$ cat config.mk
export PLATFORM = sky130hd
export DESIGN_NAME = gap_ram
export DESIGN_NICKNAME = d
export VERILOG_FILES = /design/src/gap_ram.sv
export SDC_FILE = /design/constraint.sdc
export NUM_CORES = 1
export LEC_CHECK = 0
export BUFFER_PORTS_ARGS = -buffer_cell sky130_fd_sc_hd__buf_4
export CAP_MARGIN = 0
export CORE_MARGIN = 2
export CORE_UTILIZATION = 50
export DETAILED_ROUTE_END_ITERATION = 10
export PLACE_DENSITY = 0.7
export SYNTH_ARGS = -nofsm -noshare
export SYNTH_HDL_FRONTEND = slang
export SYNTH_SLANG_ARGS = --single-unit
export TNS_END_PERCENT = 50
$ cat constraint.sdc
create_clock -name clk -period 1.85 [get_ports clk]
set_clock_uncertainty 0.15 [all_clocks]
set_input_delay 0.0925 -clock clk [delete_from_list [all_inputs] [get_ports clk]]
set_output_delay 0.0925 -clock clk [all_outputs]
set_load 0.01 [all_outputs]
$ cat src/gap_ram.sv
// Generic simple dual-port RAM: one write port, one registered read port.
// No dependencies.
module gap_ram #(
    parameter int WIDTH = 8,
    parameter int DEPTH = 16
) (
    input  logic                     clk,
    input  logic                     we,
    input  logic [$clog2(DEPTH)-1:0] waddr,
    input  logic [WIDTH-1:0]         wdata,
    input  logic [$clog2(DEPTH)-1:0] raddr,
    output logic [WIDTH-1:0]         rdata
);

    logic [WIDTH-1:0] mem [DEPTH];
    logic [WIDTH-1:0] rdata_reg;

    always_ff @(posedge clk)
    begin
        if (we)
        begin
            mem[waddr] <= wdata;
        end
        rdata_reg <= mem[raddr];
    end

    assign rdata = rdata_reg;

endmodule

==> results of run 1 <==
[report_power, final]
group / internal [W] / switching, W
clock: 0.00162 / 0.00118
sequential: 0.00345 / 0.0000210
combinational: 0.000184 / 0.000192
[cell families (layout without fill, tap and decap cells)]
kind of cell	count (synthesis)	count (layout)	share of synthesized area (%)
flops	136	136	77.8
compound gates	16	16	2.33
buf+inv	10	95	1.68
mux	32	32	15.0
simple gates	35	35	3.18
[placed cells by master, fill, tap and decap left out]
master,count
a22oi_1,16
and2_1,1
buf_12,2
mux4_1,14
nor3_2,1
nand3b_1,2
clkbuf_16,16
or3b_2,1
inv_6,1
clkinvlp_4,7
clkinv_1,3
buf_4,46
clkbuf_8,1
nand3_1,1
nor2_1,13
edfxtp_1,128
nor3_1,3
nand2b_1,2
mux4_2,18
clkbuf_1,2
clkinv_2,2
nor2b_1,1
and2b_1,1
dlygate4sd3_1,15
nand2_1,9
dfxtp_1,8
[worst max path at each step]
stage,cells past startpoint,to,slack [ns],start
2_1_floorplan,2,mem[0][0],0.11,waddr[2]
3_3_place_gp,5,rdata[2],0.23,raddr[0]
3_5_place_dp,5,rdata[2],0.20,raddr[0]
4_1_cts,6,mem[4][6],0.07,waddr[3]
5_1_grt,6,mem[4][6],0.02,waddr[3]
6_report,6,mem[4][6],0.1,waddr[3]
[per-layer routing]
metal / wire length, microns / GRT usage [%] / vias to the layer above
met4: 85 / 5.71 / 0
met5: 0 / 0 / -
met1: 4080 / 26.8 / 1282
li1: - / - / 1118
met3: 632 / 5.44 / 9
met2: 4970 / 31.3 / 92
[cell type report]
cell class                 instances  area [sq um]  area share [%]
sequential                       136          4000            63.8
multi-input combinational         83          1060            16.9
timing repair buffer              63           536            8.53
clock buffer                      19           422            6.72
tap                              136           170            2.71
clock inverter                    13          82.6            1.32
[critical path, cell delays in order]
cell and delay [ns]:
dlygate4sd3_1 0.53, buf_4 0.14, nand3b_1 0.20, nor3_2 0.11
dlygate4sd3_1 0.59, buf_4 0.16
[what timing repair did]
item                       4_1_cts  5_1_grt
setup buffers                    0        1
hold buffers                    15        0
setup endpoints to repair        0        8
hold endpoints to repair       172        0
gates resized for setup          0        1
[through the flow]
step	util (%)	hold WS [ns]	cells	setup slack, ns
5_1_grt	61.9	0.0383	450	0.0214
3_3_place_gp	55.3	0.240	402	0.230
6_report	61.9	0.0166	450	0.0979
4_1_cts	61.8	0.000954	449	0.0730
3_5_place_dp	55.3	0.260	402	0.198
2_1_floorplan	-	0.0414	229	0.115
==> impl_metrics.py, run 1 <==
metrics = {
    "outcome": {
        "status": "complete, no violations",
    },
    "final_layout": {
        "n_fill_cell": 707,
        "flow.area_growth_from_synthesis_pct": 21.9,
        "final_area_sq_um": 6280,
        "fin_nets": 319,
        "largest_register_ffs": 128,
        "diodes": 0,
        "drive_gt1_share_pct": 30.3,
    },
    "clocking": {
        "clk_latency_ns": 0.51,
        "clock-root-buffer": "clkbuf_8",
        "numClockSinks": 136,
        "cts_buffers": 17,
        "path_clk_slew_ns": 0.06,
        "cts_max_path_buffers": 2,
        "cts_htree_levels": 4,
        "cts_tree": "done",
    },
    "worst_setup_path": {
        "crit_fanout": 5,
        "cp.required_ns": 1.92,
        "setup.worst_path.class": "in -> reg",
        "r2r_setup_slack_ns": 0.33,
        "r2r_cells": 3,
        "crit_path_start_kind": "input pin",
        "cp-end-kind": "flip-flop",
        "crit_arrival_ns": 1.82,
        "rr_endpoint": "rdata[3]",
        "regToRegStartpoint": "mem[8][3]",
    },
    "logic_synthesis": {
        "synth-edff-count": 128,
        "yosysTopAreaCell": "edfxtp_1",
        "synth.cell_area_sq_um": 5150,
        "synth_commonest_cells": "edfxtp_1 (128), mux4_2 (18), a22oi_1 (16)",
        "ys_ff_latch": 136,
        "syn_area_per_cell_sq_um": 22.5,
        "yosysMostFrequentCell": "edfxtp_1",
        "synth_top_area_share_pct": 74.7,
        "yosysWarningCount": 0,
        "synth_cell_types": 19,
        "syn_nets": 247,
        "ys_seq_area_share_pct": 77.8,
        "synthTopCellsByArea": "edfxtp_1 (75%), mux4_2 (7.9%), mux4_1 (7.1%), dfxtp_1 (3.1%), a22oi_1 (2.3%)",
        "synthCells": 229,
        "async_flop_share_pct": 0,
        "synth_top_flop_cell": "edfxtp_1",
    },
    "route": {
        "post-route-drc-count": 0,
        "wl_per_cell_microns": 21.7,
        "drt-total-wl_microns": 9770,
        "vias": 2501,
        "dr.pass1.iters": 4,
        "drtAntennaViolNets": 0,
        "first_iter_violations": 175,
        "routed_via_density": 5.56,
    },
    "power_and_ir_drop": {
        "irDropWorstVdd_uv": 519,
        "p_leak_nw": 2.14,
        "power.density_nw_per_um2": 1060,
        "power.total_w": 0.00664,
    },
    "worst_hold_path": {
        "min_path_type": "in -> reg",
        "whs_endpoint": "rdata[4]",
        "hold_start": "raddr[2]",
        "min_path_cells": 5,
    },
    "sta": {
        "min_period_ns": 1.75,
        "fin_tns_setup_ns": 0,
        "fin_crit_sh_pct": 94.7,
        "fmax_mhz": 571,
        "setup_viol": 0,
        "rsz0062_at_grt": "false",
        "relSlewSlack_pct": 69.6,
        "tightest_slew_ns": 0.456,
        "hold_viol": 0,
        "slew_violations": 0,
    },
    "global_routing": {
        "grt_overflow": 0,
        "grt_pass1_vias": 2591,
        "grt_max_degree": 33,
        "antenna_found_initial": 0,
        "grt_pass1_wl_microns": 15400,
        "track_usage_pct": 19.6,
    },
    "die": {
        "die_h_microns": 105,
        "row_count": 37,
        "core_area_sq_um": 10100,
        "die_area_sq_um": 11100,
        "die_w_microns": 105,
        "start_util_pct": 50.8,
        "io_pins": 26,
    },
    "placement": {
        "portBuffers": 25,
        "place_area_sq_um": 5610,
        "hpwl_microns": 6170,
        "gp_congestion": 0.786,
    },
    "flow_run": {
        "maxCapViolCount": 0,
    },
}
(Power assumes the default switching activity.)
==> inputs of run 2 (changes only) <==
Settings changed: CORE_ASPECT_RATIO set to 0.5, CTS_BUF_LIST set to sky130_fd_sc_hd__clkbuf_16.
==> run 2 against run 1 <==
Against the previous run:
- flip-flop and latch count unchanged
- combinational power is 3% higher
- design area rose by 1.0%
- largest power group unchanged
- register-to-register slack worse by 0.08 ns
- sequential power about the same
- highest routed layer unchanged
- first-iteration DRC count increased by 53%
- die area rose by 0.44%
- largest cell class unchanged
==> impl_metrics.py, run 2 (synthesis gave the netlist of run 1 again) <==
metrics = {
    "die": {
        "die_w_microns": 147,
        "core_area_sq_um": 10100,
        "start_util_pct": 50.9,
        "die_h_microns": 75.7,
        "row_count": 26,
        "io_pins": 26,
        "die_area_sq_um": 11200,
    },
    "route": {
        "drtAntennaViolNets": 0,
        "vias": 2525,
        "first_iter_violations": 267,
        "drt-total-wl_microns": 10800,
        "routed_via_density": 5.62,
        "wl_per_cell_microns": 24.0,
        "dr.pass1.iters": 4,
        "post-route-drc-count": 0,
    },
    "final_layout": {
        "final_common_cell": "edfxtp_1",
        "stdcell_count": 449,
        "diodes": 0,
        "largest_register_ffs": 128,
        "flow.area_growth_from_synthesis_pct": 23.2,
        "final_cell_mix": "edfxtp_1 (128), buf_4 (47), mux4_2 (18)",
        "drive_gt1_share_pct": 32.0,
        "fin_util_pct": 62.7,
        "fin_nets": 314,
        "n_fill_cell": 671,
    },
    "placement": {
        "portBuffers": 25,
        "placed_cells": 409,
        "hpwl_microns": 6710,
        "gp_congestion": 0.754,
    },
    "clocking": {
        "path_clk_slew_ns": 0.06,
        "clock-root-buffer": "clkbuf_16",
        "cts_max_path_buffers": 2,
        "cts_tree": "done",
        "cts_htree_levels": 4,
        "postCtsSetupBuffers": 0,
        "clk_latency_ns": 0.41,
        "cts_buffers": 17,
        "numClockSinks": 136,
    },
    "global_routing": {
        "grt_pass1_vias": 2511,
        "grt_max_degree": 22,
        "track_usage_pct": 21.2,
        "antenna_found_initial": 0,
        "grt_pass1_wl_microns": 15800,
        "grt_overflow": 0,
    },
    "sta": {
        "fin_crit_sh_pct": 86.5,
        "min_period_ns": 1.60,
        "rsz0062_at_grt": "false",
        "hold_viol": 0,
        "slew_violations": 0,
        "setup_viol": 0,
        "tightest_slew_ns": 0.392,
        "fmax_mhz": 625,
        "relSlewSlack_pct": 73.8,
    },
    "worst_setup_path": {
        "r2r_cells": 3,
        "critPathTopFamily": "multiplexers",
        "crit_start": "mem[8][3]",
        "cp-end-kind": "flip-flop",
        "crit_path_start_kind": "flip-flop",
        "cp.depth": 3,
        "setup.worst_path.class": "reg -> reg",
        "crit_end": "rdata[3]",
        "crit_arrival_ns": 1.72,
        "cpPeakStageDelay_ns": 0.50,
        "r2r_setup_slack_ns": 0.25,
        "cp_cell_sequence": "mux4_1 -> a22oi_1 -> nand2_1",
        "crit_buf_inv": 0,
        "cp.required_ns": 1.97,
        "regToRegStartpoint": "mem[8][3]",
        "cpMaxStageDelayCell": "mux4_1",
        "rr_endpoint": "rdata[3]",
        "crit_fanout": 1,
    },
    "power_and_ir_drop": {
        "intPower_w": 0.00586,
        "combPwrFrac_pct": 5.3,
        "irDropWorstVdd_uv": 713,
        "p_seq_share_pct": 47.6,
        "sw_frac_of_total_pct": 19.7,
        "switchingPower_w": 0.00144,
        "power.share.clock_pct": 47.1,
        "p_leak_nw": 2.19,
        "power.density_nw_per_um2": 1150,
    },
    "worst_hold_path": {
        "hold_start": "waddr[0]",
        "min_path_type": "in -> reg",
    },
    "outcome": {
        "status": "complete, no violations",
    },
    "flow_run": {
        "maxCapViolCount": 0,
    },
}
==> run 2: power groups by stage <==
| stage | sequential, W | clock [W] | combinational [W] |
|---|---|---|---|
| final | 0.00347 | 0.00344 | 0.000386 |
| after global routing | 0.00348 | 0.00362 | 0.000415 |
| after CTS | 0.00347 | 0.00348 | 0.000390 |
| after detailed placement | 0.00354 | 0 | 0.000371 |
| after global placement | 0.00353 | 0 | 0.000360 |
| after floorplan | 0.00353 | 0 | 0.000175 |
==> run 2: worst min-delay path, cell delays in order <==
cell    delay, ns
buf_4        0.12
nor3_1       0.05
buf_4        0.18
==> run 2: worst min-delay path by stage <==
stage | depth (start not counted) | end | slack, ns
6_report | 3 | mem[8][7] | 0.07
5_1_grt | 3 | mem[4][4] | 0.05
3_5_place_dp | 1 | mem[13][3] | 0.27
3_3_place_gp | 1 | mem[12][3] | 0.24
4_1_cts | 3 | mem[8][7] | 0.05
2_1_floorplan | 0 | mem[0][0] | 0.04
==> run 2: per-layer routing <==
layer	share of wire, %	vias to the layer above	track usage [%]
met4	1.8	0	9.94
li1	-	1104	-
met5	0	-	0
met2	48	113	33.1
met1	42	1289	28.4
met3	8.4	19	6.47
==> run 2: layout make-up <==
type                       count  area (sq um)  share of cell area, %
clock inverter                15           185                   2.92
tap                          140           175                   2.76
multi-input combinational     83          1060                   16.7
timing repair buffer          58           493                   7.78
sequential                   136          4000                   63.2
clock buffer                  17           425                   6.71
==> run 2: what timing repair did <==
item                       CTS  global route
hold buffers                 8             0
setup endpoints to repair    0             0
resized for setup            0             0
hold endpoints to repair   128             0
==> run 2: through the flow <==
stage | setup TNS [ns] | hold slack, ns | instance area [sq um] | setup WS [ns] | power, W
after floorplan | 0 | 0.0414 | 5150 | 0.115 | 0.00371
after global placement | 0 | 0.244 | 5650 | 0.0255 | 0.00389
after detailed placement | -0.00545 | 0.266 | 5650 | -0.00545 | 0.00391
after CTS | 0 | 0.0458 | 6340 | 0.260 | 0.00734
after global routing | 0 | 0.0522 | 6340 | 0.171 | 0.00751
final | 0 | 0.0651 | 6340 | 0.250 | 0.00730
